### config.mk
export PLATFORM = sky130hd
export DESIGN_NAME = imu_frame_deframer_crc16_core
export DESIGN_NICKNAME = d
export VERILOG_FILES = /design/src/hw/rtl/ifd_pkg.sv /design/src/hw/rtl/ifd_deframe.sv /design/src/hw/rtl/imu_frame_deframer_crc16_core.sv
export SDC_FILE = /design/constraint.sdc
export NUM_CORES = 1
export LEC_CHECK = 0
export BUFFER_PORTS_ARGS = -buffer_cell sky130_fd_sc_hd__buf_2
export CORE_MARGIN = 5
export CORE_UTILIZATION = 40
export DETAILED_ROUTE_END_ITERATION = 8
export MAX_ROUTING_LAYER = met4
export PLACE_DENSITY = 0.61
export SKIP_LAST_GASP = 1
export SYNTH_ARGS = -nofsm -noshare
export SYNTH_HDL_FRONTEND = slang
export SYNTH_SLANG_ARGS = --single-unit
### constraint.sdc
create_clock -name clk_i -period 3.4 [get_ports clk_i]
set_input_delay 0.68 -clock clk_i [delete_from_list [all_inputs] [get_ports clk_i]]
set_output_delay 0.68 -clock clk_i [all_outputs]
set_load 0.005 [all_outputs]
### src/hw/rtl/ifd_pkg.sv
// Shared types, constants and the CRC-16/ARC byte update for the IMU frame deframer.
// Used by ifd_deframe and imu_frame_deframer_crc16_core; no other dependencies.
package ifd_pkg;

  localparam int unsigned FrameBytesDefault = 82;

  localparam logic [7:0] HeaderReset = 8'd90;
  localparam logic [7:0] TypeReset   = 8'd165;

  // Configuration register indexes
  localparam logic [7:0] CfgHeaderIdx = 8'd0;
  localparam logic [7:0] CfgTypeIdx   = 8'd1;

  // Frame layout: received CRC sits at bytes 4 (low) and 5 (high)
  localparam logic [7:0] CrcLoPos  = 8'd4;
  localparam logic [7:0] CrcHiPos  = 8'd5;
  localparam logic [7:0] TypePos   = 8'd1;
  localparam logic [7:0] BodyStart = 8'd2;

  localparam logic [15:0] CrcPolyRefl = 16'hA001;

  typedef struct packed {
    logic [7:0]  data_byte;
    logic [7:0]  byte_offset;
    logic        frame_last;
    logic        crc_ok;
    logic [15:0] received_crc;
    logic [15:0] computed_crc;
    logic [31:0] good_frames;
  } result_t;

  // One reflected CRC-16/ARC byte step, LSB first.
  function automatic logic [15:0] crc_arc_byte(logic [15:0] crc, logic [7:0] b);
    logic [15:0] c;
    c = crc ^ {8'h00, b};
    for (int k = 0; k < 8; k++) begin
      if (c[0]) begin
        c = (c >> 1) ^ CrcPolyRefl;
      end else begin
        c = c >> 1;
      end
    end
    return c;
  endfunction

endpackage

### src/hw/rtl/ifd_deframe.sv
// Input register, sync state machine, CRC accumulator and good-frame counter.
// Depends on ifd_pkg for result_t, frame layout constants and crc_arc_byte.
module ifd_deframe import ifd_pkg::*; #(
  parameter int unsigned FRAME_BYTES = FrameBytesDefault
) (
  input  logic       clk_i,
  input  logic       rst_ni,
  input  logic       in_valid_i,
  output logic       in_ready_o,
  input  logic [7:0] rx_byte_i,
  input  logic [7:0] header_value_i,
  input  logic [7:0] type_value_i,
  input  logic       out_free_i,
  output logic       res_valid_o,
  output result_t    res_o
);

  localparam logic [7:0] LastPos = 8'(FRAME_BYTES - 1);

  typedef enum logic [1:0] {
    PhHunt = 2'd0,
    PhType = 2'd1,
    PhBody = 2'd2
  } phase_e;

  logic        in_valid_q;
  logic [7:0]  rx_q;
  phase_e      phase_q, phase_d;
  logic [7:0]  pos_q, pos_d;
  logic [15:0] crc_q, crc_d;
  logic [15:0] cap_q, cap_d;
  logic [31:0] good_q, good_d;
  logic        fire;
  logic        emit;
  logic        last;
  logic        ok;
  logic [15:0] crc_zero;
  logic [15:0] crc_acc;

  // Process the held byte when the result side can take it
  assign fire       = in_valid_q && out_free_i;
  assign in_ready_o = !in_valid_q || fire;

  assign crc_zero = crc_arc_byte(16'h0000, rx_q);
  assign crc_acc  = crc_arc_byte(crc_q, rx_q);

  always_comb begin
    phase_d = phase_q;
    pos_d   = pos_q;
    crc_d   = crc_q;
    cap_d   = cap_q;
    good_d  = good_q;
    emit    = 1'b0;
    last    = 1'b0;
    ok      = 1'b0;
    unique case (phase_q)
      PhType: begin
        if (rx_q == type_value_i) begin
          crc_d   = crc_acc;
          pos_d   = BodyStart;
          phase_d = PhBody;
        end else if (rx_q == header_value_i) begin
          crc_d   = crc_zero;
          pos_d   = TypePos;
          phase_d = PhType;
        end else begin
          pos_d   = 8'd0;
          phase_d = PhHunt;
        end
      end
      PhBody: begin
        emit = 1'b1;
        if (pos_q == CrcLoPos) begin
          cap_d = {cap_q[15:8], rx_q};
        end else if (pos_q == CrcHiPos) begin
          cap_d = {rx_q, cap_q[7:0]};
        end else begin
          crc_d = crc_acc;
        end
        last = (pos_q >= LastPos);
        if (last) begin
          ok      = (crc_d == cap_d);
          good_d  = ok ? good_q + 32'd1 : good_q;
          pos_d   = 8'd0;
          phase_d = PhHunt;
        end else begin
          pos_d = pos_q + 8'd1;
        end
      end
      default: begin
        // Hunting, and any unused phase code
        phase_d = PhHunt;
        if (rx_q == header_value_i) begin
          crc_d   = crc_zero;
          pos_d   = TypePos;
          phase_d = PhType;
        end
      end
    endcase
  end

  always_comb begin
    res_valid_o        = fire && emit;
    res_o.data_byte    = rx_q;
    res_o.byte_offset  = pos_q;
    res_o.frame_last   = last;
    res_o.crc_ok       = last && ok;
    res_o.received_crc = last ? cap_d : 16'h0000;
    res_o.computed_crc = last ? crc_d : 16'h0000;
    res_o.good_frames  = last ? good_d : 32'h0000_0000;
  end

  always_ff @(posedge clk_i or negedge rst_ni) begin
    if (!rst_ni) begin
      in_valid_q <= 1'b0;
      phase_q    <= PhHunt;
      pos_q      <= 8'd0;
      crc_q      <= 16'h0000;
      cap_q      <= 16'h0000;
      good_q     <= 32'h0000_0000;
    end else begin
      if (in_ready_o) begin
        in_valid_q <= in_valid_i;
      end
      if (fire) begin
        phase_q <= phase_d;
        pos_q   <= pos_d;
        crc_q   <= crc_d;
        cap_q   <= cap_d;
        good_q  <= good_d;
      end
    end
  end

  always_ff @(posedge clk_i) begin
    if (in_ready_o && in_valid_i) begin
      rx_q <= rx_byte_i;
    end
  end

endmodule

### src/hw/rtl/imu_frame_deframer_crc16_core.sv
// Top level of the IMU frame deframer: configuration registers and result register.
// Depends on ifd_pkg and instantiates ifd_deframe.
//
// Usage:
//   Feed received serial bytes on the input channel (in_valid_i/in_ready_o,
//   rx_byte_i). The block hunts for header_value, requires type_value right
//   after it, then emits every frame byte from offset 2 on as one result
//   transaction with its offset. The final byte of a frame (offset
//   FRAME_BYTES-1) carries frame_last, crc_ok, the received and computed
//   CRC-16/ARC and the wrapping good-frame count; those fields read zero on
//   other bytes. Header, type and out-of-frame bytes give no result.
//   Every frame resyncs on its own header, pass or fail.
// Timing:
//   A byte lands in the input register, is processed in one pass and its
//   result loads into the result register once that register is free.
//   One byte per cycle is sustained while out_ready_i stays high; the
//   input and result registers decouple the two channels.
// Stall: when out_ready_i is low the held result stays put and processing
//   pauses; in_ready_o drops once the input register is also full.
// Reset: both registers read as empty, state goes back to hunting, CRC
//   and counter clear, header/type return to 90 and 165. Configuration
//   writes are always taken (cfg_ready_o high); unknown indexes are ignored.
module imu_frame_deframer_crc16_core import ifd_pkg::*; #(
  parameter int unsigned FRAME_BYTES = FrameBytesDefault
) (
  input  logic        clk_i,
  input  logic        rst_ni,
  input  logic        in_valid_i,
  output logic        in_ready_o,
  input  logic [7:0]  rx_byte_i,
  output logic        out_valid_o,
  input  logic        out_ready_i,
  output logic [7:0]  data_byte_o,
  output logic [7:0]  byte_offset_o,
  output logic        frame_last_o,
  output logic        crc_ok_o,
  output logic [15:0] received_crc_o,
  output logic [15:0] computed_crc_o,
  output logic [31:0] good_frames_o,
  input  logic        cfg_valid_i,
  output logic        cfg_ready_o,
  input  logic [7:0]  cfg_index_i,
  input  logic [7:0]  cfg_data_i
);

  localparam logic [7:0] LastPos = 8'(FRAME_BYTES - 1);

  logic [7:0] header_q;
  logic [7:0] type_q;
  logic       out_valid_q;
  result_t    out_q;
  result_t    res;
  logic       res_valid;
  logic       out_free;

  assign cfg_ready_o = 1'b1;

  // Result register may load when empty or being drained this cycle
  assign out_free = !out_valid_q || out_ready_i;

  ifd_deframe #(
    .FRAME_BYTES(FRAME_BYTES)
  ) u_deframe (
    .clk_i         (clk_i),
    .rst_ni        (rst_ni),
    .in_valid_i    (in_valid_i),
    .in_ready_o    (in_ready_o),
    .rx_byte_i     (rx_byte_i),
    .header_value_i(header_q),
    .type_value_i  (type_q),
    .out_free_i    (out_free),
    .res_valid_o   (res_valid),
    .res_o         (res)
  );

  // Configuration registers
  always_ff @(posedge clk_i or negedge rst_ni) begin
    if (!rst_ni) begin
      header_q <= HeaderReset;
      type_q   <= TypeReset;
    end else if (cfg_valid_i && cfg_ready_o) begin
      unique case (cfg_index_i)
        CfgHeaderIdx: header_q <= cfg_data_i;
        CfgTypeIdx:   type_q   <= cfg_data_i;
        default: ;
      endcase
    end
  end

  // Result register: load on a new result, drop after the transaction
  always_ff @(posedge clk_i or negedge rst_ni) begin
    if (!rst_ni) begin
      out_valid_q <= 1'b0;
    end else if (out_free) begin
      out_valid_q <= res_valid;
    end
  end

  always_ff @(posedge clk_i) begin
    if (out_free && res_valid) begin
      out_q <= res;
    end
  end

  assign out_valid_o    = out_valid_q;
  assign data_byte_o    = out_q.data_byte;
  assign byte_offset_o  = out_q.byte_offset;
  assign frame_last_o   = out_q.frame_last;
  assign crc_ok_o       = out_q.crc_ok;
  assign received_crc_o = out_q.received_crc;
  assign computed_crc_o = out_q.computed_crc;
  assign good_frames_o  = out_q.good_frames;

`ifndef ASSERT_OFF
  a_offset_range: assert property (@(posedge clk_i) disable iff (!rst_ni)
    out_valid_o |-> (byte_offset_o >= BodyStart) && (byte_offset_o <= LastPos))
    else $error("result offset outside frame body");

  a_last_at_end: assert property (@(posedge clk_i) disable iff (!rst_ni)
    out_valid_o |-> (frame_last_o == (byte_offset_o == LastPos)))
    else $error("frame_last does not match final offset");

  a_status_zero: assert property (@(posedge clk_i) disable iff (!rst_ni)
    (out_valid_o && !frame_last_o) |->
      (!crc_ok_o && received_crc_o == 16'h0000 && computed_crc_o == 16'h0000
       && good_frames_o == 32'h0000_0000))
    else $error("frame status set on a non-final byte");

  a_ok_matches: assert property (@(posedge clk_i) disable iff (!rst_ni)
    (out_valid_o && frame_last_o) |->
      (crc_ok_o == (received_crc_o == computed_crc_o)))
    else $error("crc_ok disagrees with CRC values");
`endif

endmodule
**After elaboration in Yosys (flattened, before gate mapping)**

Cells that the tools add are included.

- Flip-flop bits (word level): 182
- Input bits: 29
- Output and inout bits: 85
- Word-level logic and storage cells: 103

- Add/subtract/negate cells: 2
- Magnitude comparators: 1
- Eq/ne operators: 9
- Mux-type cells: 42
- Bitwise logic cells: 17
- Reductions and logical operators: 15

Operator list:

| cell | number |
|---|---|
| $mux 16 | 25 |
| $mux 32 | 3 |
| $not 2->3 | 15 |
| $add 32x1->32 const B | 1 |
| $pmux 16 s2 | 1 |
| $eq 16x16->1 | 1 |
| $eq 8x3->1 const B | 2 |
| $eq 8x8->1 | 2 |
| $mux 8 | 2 |
| $pmux 8 s2 | 1 |
| $xor 16x8->16 | 1 |
| $add 8x1->8 const B | 1 |
| $eq 8x1->1 const B | 1 |
| $ge 8x7->1 const B | 1 |
| $logic_not 8->1 | 1 |
| $reduce_and 2->1 | 4 |
| $mux 1 | 6 |
| $mux 2 | 3 |
| $logic_and 1x1->1 | 5 |
| $pmux 2 s2 | 1 |
| $not 1->3 | 1 |
| $reduce_bool 3->1 | 1 |
| $eq 2x1->1 const B | 1 |
| $eq 2x2->1 const B | 1 |
| 3 further kinds | 5 |

**Logic depth before layout (Yosys ltp)**

Gate-level depths: netlist (run 1).

- Depth in word-level cells: 24
- Gate-level depth with buffers: 15
- Mapped depth without buffers: 11

**Modules after synthesis**

From an unflattened synthesis (run 1), not the netlist that was laid out.

- Cells, all modules: 792
- Area, all modules: 9180.1 µm²

By module, submodules not included:

| module | times used | cells each | area an instance (µm²) | sequential area each (µm²) |
|---|---|---|---|---|
| ifd_deframe | 1 | 667 | 5967.0 | 2117.0 |
| imu_frame_deframer_crc16_core | 1 | 125 | 3213.1 | 2897.8 |

**Worst setup path before layout (run 1)**

Ideal clock, no wire load.

- Kind: register to register
- Start point: reg u_deframe.rx_q[1]
- End point: reg out_q, in the netlist good_frames_o[15], data pin
- Library setup time: 0.147 ns
- Arrival time: 3.459 ns
- Required time: 3.253 ns
- Slack: -0.205 ns
- Cell stages (with the launch flop): 13
- Path buffers: 3
- Clock period less this slack: 3.605 ns
- Path through: edfxtp_1 > buf_4 > xor2_2 > xnor3_1 > xnor3_2 > xnor3_2 > mux2i_2 > xor2_1 > or3_1 > buf_6 > buf_6 > or4_1 > a21oi_1

- Longest elaborated chain between the ends: 18
- Elaborated cells between the ends (all ways): 25
- Those cells by class: eq/ne (1); mux (17); bitwise (7)

RTL lines:

| what | RTL line | RTL |
|---|---|---|
| start: declaration | ifd_deframe.sv:27 | `logic [7:0] rx_q;` |
| start signal: assignment | ifd_deframe.sv:137 | `rx_q <= rx_byte_i;` |
| $xor 16x8->16 | ifd_pkg.sv:35 | `c = crc ^ {8'h00, b};` |
| $not 2->3 (no line) | n/a |  |
| $mux 16 (3 in series) | ifd_pkg.sv:37 | `if (c[0]) begin` |
| $mux 16 / $not 2->3 (equally long branches) (4 in series) | n/a |  |
| $not 2->3 (no line) / $mux 16 (equally long branches) | n/a |  |
| $mux 16 | ifd_pkg.sv:37 |  |
| $mux 16 | ifd_deframe.sv:75 | `end else if (pos_q == CrcHiPos) begin` |
| $mux 16 | ifd_deframe.sv:73 | `if (pos_q == CrcLoPos) begin` |
| $mux 16 | ifd_deframe.sv:56 | `unique case (phase_q)` |
| $eq 16x16->1 (*) | ifd_deframe.sv:82 | `ok = (crc_d == cap_d);` |
| $mux 32 (*) | ifd_deframe.sv:83 | `good_d = ok ? good_q + 32'd1 : good_q;` |
| $mux 32 (*) | ifd_deframe.sv:81 | `if (last) begin` |
| $mux 32 (*) | ifd_deframe.sv:56 |  |
| end signal: assignment | imu_frame_deframer_crc16_core.sv:101 | `out_q <= res;` |
| end: declaration | imu_frame_deframer_crc16_core.sv:51 | `result_t out_q;` |

Mark *: on every way between the ends. The rest lies on a longest branch, timed or not. The select of a mux whose other input is x is not followed.
A chain may end at the register's enable or synchronous reset.

**Worst setup path after layout (run 1)**

- Start point: reg u_deframe.rx_q[5]
- End point: reg u_deframe.good_q[21]

- Longest elaborated chain between the ends: 18
- Elaborated cells between the ends (all ways): 21
- Those cells by class: eq/ne (1); mux (17); bitwise (3)

RTL lines:

| what | RTL line | RTL |
|---|---|---|
| $xor 16x8->16 | ifd_pkg.sv:35 |  |
| $mux 16 (4 in series) | ifd_pkg.sv:37 |  |
| $not 2->3 (no line) | n/a |  |
| $mux 16 (3 in series) | ifd_pkg.sv:37 |  |
| $not 2->3 (no line) | n/a |  |
| $mux 16 | ifd_pkg.sv:37 |  |
| $mux 16 | ifd_deframe.sv:75 |  |
| $mux 16 | ifd_deframe.sv:73 |  |
| $mux 16 | ifd_deframe.sv:56 |  |
| $eq 16x16->1 (*) | ifd_deframe.sv:82 |  |
| $mux 32 (*) | ifd_deframe.sv:83 |  |
| $mux 32 (*) | ifd_deframe.sv:81 |  |
| $mux 32 (*) | ifd_deframe.sv:56 |  |
| end signal: assignment | ifd_deframe.sv:130 | `good_q <= good_d;` |
| end: declaration | ifd_deframe.sv:32 | `logic [31:0] good_q, good_d;` |

Marks and branches as above.

==> results of run 1 <==
cells in the mapped netlist, types with 3 or more instances:
master,instances
edfxtp_1,90
dfrtp_1,84
nand2_1,62
nor2_1,54
xor2_1,51
xnor2_1,47
a21oi_1,39
clkbuf_1,33
mux2_2,31
nor4_1,30
mux2i_1,27
o31ai_1,27
or4_1,26
nand3_1,23
o21ai_0,20
nand4_1,17
inv_1,13
nor3_1,12
and2_1,9
and3_1,9
buf_2,9
a22oi_1,8
dfstp_2,8
buf_4,7
ha_1,7
or3_1,7
a22o_1,5
and4_1,5
a31oi_1,4
buf_6,4
nand2b_1,4
nand3b_1,4
nor2b_1,4
a21o_1,3
a222oi_1,3
a32oi_1,3
buf_1,3
mux2i_2,3
o21a_1,3
or2_2,3
xnor3_1,3
state kept, by name, indices dropped and copies added, names as in the netlist, 16 cells and up:
| signal | cells |
|---|---|
| computed_crc_o | 16 |
| good_frames_o | 32 |
| received_crc_o | 16 |
| u_deframe.cap_q | 16 |
| u_deframe.crc_q | 16 |
| u_deframe.good_q | 32 |
repair_timing:
action,4_1_cts,5_1_grt
gates cloned,1,1
pin swaps,8,13
gates resized for setup,38,51
buffers inserted,2,10
endpoints found under the setup margin,53,61
routing by layer:
metal  vias up  share of wire (%)
met5         -                  0
met4         0               0.90
met3        13                4.2
met2       210                 48
met1      3672                 47
li1       3465                  -
final timing paths:
path | endpoint | slack (ns)
worst max-delay path | u_deframe.good_q[21] | -0.05
worst min-delay path | u_deframe.cap_q[1] | 0.25
worst max register to register | u_deframe.good_q[21] | -0.05
worst min register to register | u_deframe.good_q[31] | 0.49
max in group asynchronous | header_q[3] | 2.38
min in group clk_i | u_deframe.rx_q[2] | 0.42
cells by family after synthesis:
family	Yosys count	share of synthesized area [%]
compound gates	126	8.682
xor+xnor	108	11.28
fa+ha+maj	7	0.9264
buf+inv	71	3.560
flops	182	53.04
mux	61	6.988
other cells	1	0.03967
simple gates	276	15.48
critical path: stages, from the launching register on:
cell and delay, ns:
edfxtp_1 0.48, xor2_4 0.26, xor2_2 0.19, xnor3_2 0.51, xnor3_2 0.29, mux2i_4 0.19
xor2_2 0.10, or3_4 0.44, buf_8 0.17, buf_4 0.20, nor4_1 0.35, xor2_1 0.19
final cells by class:
type / count / area, sq um
fill: 2081 / 10980
sequential: 182 / 5015
multi-input combinational: 579 / 4657
timing repair buffer: 244 / 1707
clock buffer: 17 / 425.4
tap: 319 / 399.1
clock inverter: 15 / 167.7
inverter: 13 / 52.55
per-stage QoR:
stage	area [sq um]	cells	TNS, ns	utilization, %	hold WS (ns)
final	12420	1369	-0.1510	53.08	0.2451
after global routing	12420	1369	-5.293	53.08	0.2914
after CTS	12030	1358	-5.492	51.42	0.2783
after detailed placement	11140	1323	-6.203	47.62	0.4738
after global placement	11140	1323	-3.253	47.62	0.4656
after floorplan	9494	832	0	-	0.3844
power groups by stage:
stage               clock [mW]  sequential (mW)  combinational (mW)
global route              2.13             2.42                1.41
global placement             0             2.46                1.08
detailed placement           0             2.46                1.09
finish                    1.99             2.42                1.32
floorplan                    0             2.44               0.670
CTS                       2.03             2.42                1.24
==> results.cfg, run 1 <==
[global_route]
grt_max_degree = 83
antenna_found_initial = 0
use_met3_pct = 3.112
grt_pass1_vias = 7123
grt_pass1_wl_mm = 40.40
globalRouteTotalUtil_pct = 19.73
grt_use_met2_pct = 30.42
top_usage_layer = met2
met1_usage_pct = 27.84
grt_overflow = 0

[min_path]
hold_class = input port to async pin

[placement]
gp_congestion = 0.8872
dpl.hpwl_mm = 17.14
io_buffers = 112
pre_cts_ws_ns = -0.1854

[yosys]
yosys_warnings = 0
synth-edff-count = 90
ys_seq_area_share_pct = 53.04
yosysTopAreaCell = edfxtp_1
ys_types = 64
synthFlopType = edfxtp_1
synthesis.area_sq_um = 9454
yosysTopAreaCellShare_pct = 28.59
syn_area_per_cell_sq_um = 11.36
synth.area.top_cells = edfxtp_1 29%, dfrtp_1 22%, xor2_1 4.7%, xnor2_1 4.4%, mux2_2 3.7%
synth_nets = 868
synth-seq-cells = 182
syn_inst = 832
synthArstFlopShare_pct = 50.55

[routing]
drt_iter0_drc = 512
wl_mm = 25.56
post_drt_via_cell_ratio = 5.376
wl_per_cell_um = 18.67
via_count = 7360
drcViolationCount = 0
firstDrtPassIters = 6
ant_nets = 0

[critical_path]
cp_max_fo = 21
rr_worst_depth = 11
path_class = flip-flop to flip-flop
cp.arrival_ns = 3.80
worst_setup_path_start_kind = flip-flop
reg2reg_from = u_deframe.rx_q[5]
required_ns = 3.75
cp-end-kind = flip-flop
timing.critical_path.from = u_deframe.rx_q[5]

[cts]
cts_root_buf = clkbuf_16
cts_max_path_buffers = 2
clock-sinks = 182
insertion_delay_ns = 0.43
ctsHoldBuffers = 0
clkSlewWorstSetupHoldPaths_ns = 0.08
cts_tree = done
cts_htree_levels = 4
cts_buffers = 17

[floorplan]
die_width_um = 163.7
initial_utilization_pct = 40.40
die_area_sq_um = 26810
die_h_um = 163.7
core-area_sq_um = 23400
rows = 56
io_pins = 114

[final_layout]
final_nets = 1073
final_common_cell = buf_4
final_cell_mix = 120 x buf_4, 111 x buf_2, 90 x edfxtp_1
area_growth_pct = 31.41
n_antenna_cell = 0
drive_above_1_share_pct = 37.52

[power_and_ir_drop]
p_int_mw = 4.041
power_mw = 5.728
seq_power_share_pct = 42.2
peakVddDrop_v = 0.0003107
p_per_area_nw_per_um2 = 461.0
combPwrFrac_pct = 23.0
p_leak_nw = 5.599
switching_share_pct = 29.44
p_clk_share_pct = 34.8
p_sw_mw = 1.686

[timing]
rsz0062_at_grt = yes
max_freq_ghz = 0.2902
post-route-min-period_ns = 3.446
hold_viol = 0
setup_viol = 9
skew_ns = 0.01186
tightest_slew_ns = 0.7893
fin_ws_ns = -0.04637
relSlewSlack_pct = 46.90
fin_crit_sh_pct = 101.4
drv_slew = 0

[outcome]
violations = negative setup slack
status = complete, but fails checks

[run]
max_cap_viol_count = 0
(Power assumes the default switching activity.)
==> run 2: changes to the inputs <==
- SETUP_SLACK_MARGIN: unset -> 0.5
==> results.cfg, run 2 (synthesis gave the netlist of run 1 again) <==
[cts]
cts_htree_levels = 4
cts_tree = done
clkSlewWorstSetupHoldPaths_ns = 0.07
cts_max_path_buffers = 2
insertion_delay_ns = 0.44
cts_buffers = 17
cts_root_buf = clkbuf_16
clock-sinks = 182

[timing]
setup_viol = 40
setup_tns_ns = -4.164
timing.hold.ws_ns = 0.2656
drv_slew = 0
post-route-min-period_ns = 3.580
hold_viol = 0
tightest_slew_ns = 0.6937
relSlewSlack_pct = 53.58
skew_ns = 0.009955
fin_ws_ns = -0.1804
rsz0062_at_grt = yes
fin_crit_sh_pct = 105.3
max_freq_ghz = 0.2793

[power_and_ir_drop]
p_per_area_nw_per_um2 = 463.4
peakVddDrop_v = 0.0003222
p_sw_mw = 1.773
p_leak_nw = 5.768
p_int_mw = 4.147
combPwrFrac_pct = 26.6
seq_power_share_pct = 40.9
p_clk_share_pct = 32.5
switching_share_pct = 29.95

[floorplan]
die_area_sq_um = 26810
rows = 56
io_pins = 114
core-area_sq_um = 23400
die_h_um = 163.7
initial_utilization_pct = 40.40
die_width_um = 163.7

[min_path]
hold_class = input port to async pin

[routing]
wl_met1_mm = 12.31
ant_nets = 0
via_count = 7489
drt_iter0_drc = 499
top_layer_used = met4
drcViolationCount = 0
firstDrtPassIters = 7
wl_mm = 26.56
wl_met2_mm = 12.31
wl_per_cell_um = 19.42
post_drt_via_cell_ratio = 5.474
wl_met3_mm = 1.603

[global_route]
grt_max_degree = 83
grt_overflow = 0
grt_pass1_vias = 7425
antenna_found_initial = 0
globalRouteTotalUtil_pct = 20.50
grt_pass1_wl_mm = 41.52

[final_layout]
stdcell_count = 1368
final_cell_mix = 114 x buf_4, 111 x buf_2, 90 x edfxtp_1
area_growth_pct = 35.10
final_common_cell = buf_4
drive_above_1_share_pct = 41.37
final_nets = 1072
n_antenna_cell = 0

[placement]
place_inst = 1314
io_buffers = 112
dpl.hpwl_mm = 17.28
gp_congestion = 0.9386

[critical_path]
cp-end-kind = flip-flop
reg2reg_from = u_deframe.rx_q[6]
cp_max_fo = 8
timing.rr.end = good_frames_o[30]
r2r_slack_ns = -0.18
cp.arrival_ns = 3.87
rr_worst_depth = 10
worst_setup_path_start_kind = flip-flop
required_ns = 3.69
path_class = flip-flop to flip-flop
timing.critical_path.from = u_deframe.rx_q[6]
worstSetupEndpoint = good_frames_o[30]

[outcome]
violations = negative setup slack
status = complete, but fails checks

[run]
max_cap_viol_count = 0
[run 2: timing repair]
item                       in CTS  in global routing
setup endpoints to repair      81                 78
setup buffers                   3                 14
cloned                          4                  1
resized for setup              60                 75
pin swaps                      15                 37
hold buffers                    0                  0
[run 2: through the flow]
| stage | setup slack, ns | total power, mW | instance area (sq um) | util, % |
|---|---|---|---|---|
| 2_1_floorplan | 0.07821 | 3.132 | 9663 | - |
| 3_3_place_gp | -0.2413 | 3.562 | 11220 | 47.94 |
| 3_5_place_dp | -0.2396 | 3.568 | 11220 | 47.94 |
| 4_1_cts | -0.1295 | 5.705 | 12270 | 52.41 |
| 5_1_grt | -0.3158 | 6.151 | 12770 | 54.58 |
| 6_report | -0.1804 | 5.919 | 12770 | 54.58 |
[run 2: metal layers]
metal	GRT usage [%]	vias up
li1	-	3468
met1	28.98	3749
met2	30.98	253
met3	3.639	19
met4	4.956	0
met5	-	-
[run 2: area by class of cell]
| cell class | instances | area [sq um] |
|---|---|---|
| repair buffers | 243 | 1767 |
| clock inverters | 13 | 125.1 |
| well taps | 319 | 399.1 |
| clock buffers | 19 | 432.9 |
| multi-input cells | 579 | 4976 |
| flip-flops and latches | 182 | 5016 |
| fillers | 2037 | 10630 |
| inverters | 13 | 56.30 |
[run 2: worst min-delay path by stage]
stage / start / endpoint / slack (ns) / cells after the start
6_report: rst_ni / u_deframe.cap_q[8] / 0.27 / 1
5_1_grt: rst_ni / u_deframe.cap_q[12] / 0.30 / 1
4_1_cts: rst_ni / u_deframe.cap_q[10] / 0.27 / 1
3_5_place_dp: u_deframe.cap_q[15] / u_deframe.cap_q[15] / 0.48 / 2
3_3_place_gp: u_deframe.cap_q[15] / u_deframe.cap_q[15] / 0.47 / 2
2_1_floorplan: rst_ni / header_q[0] / 0.38 / 0
[run 2: power by group through the flow]
stage,Combinational [mW],Sequential (mW),Clock (mW)
floorplan,0.694,2.44,0
global placement,1.10,2.46,0
detailed placement,1.11,2.46,0
CTS,1.33,2.42,1.96
global route,1.67,2.43,2.05
finish,1.57,2.42,1.93
[run 2: worst max-delay path, cell delays in order (launching register included)]
cell and delay [ns]:
edfxtp_1 0.48, xor2_4 0.28, xor2_2 0.23, xnor3_2 0.52, xnor3_2 0.29, mux2i_4 0.20
xor2_2 0.11, or3_4 0.48, buf_12 0.18, or4_1 0.51, a21oi_2 0.17
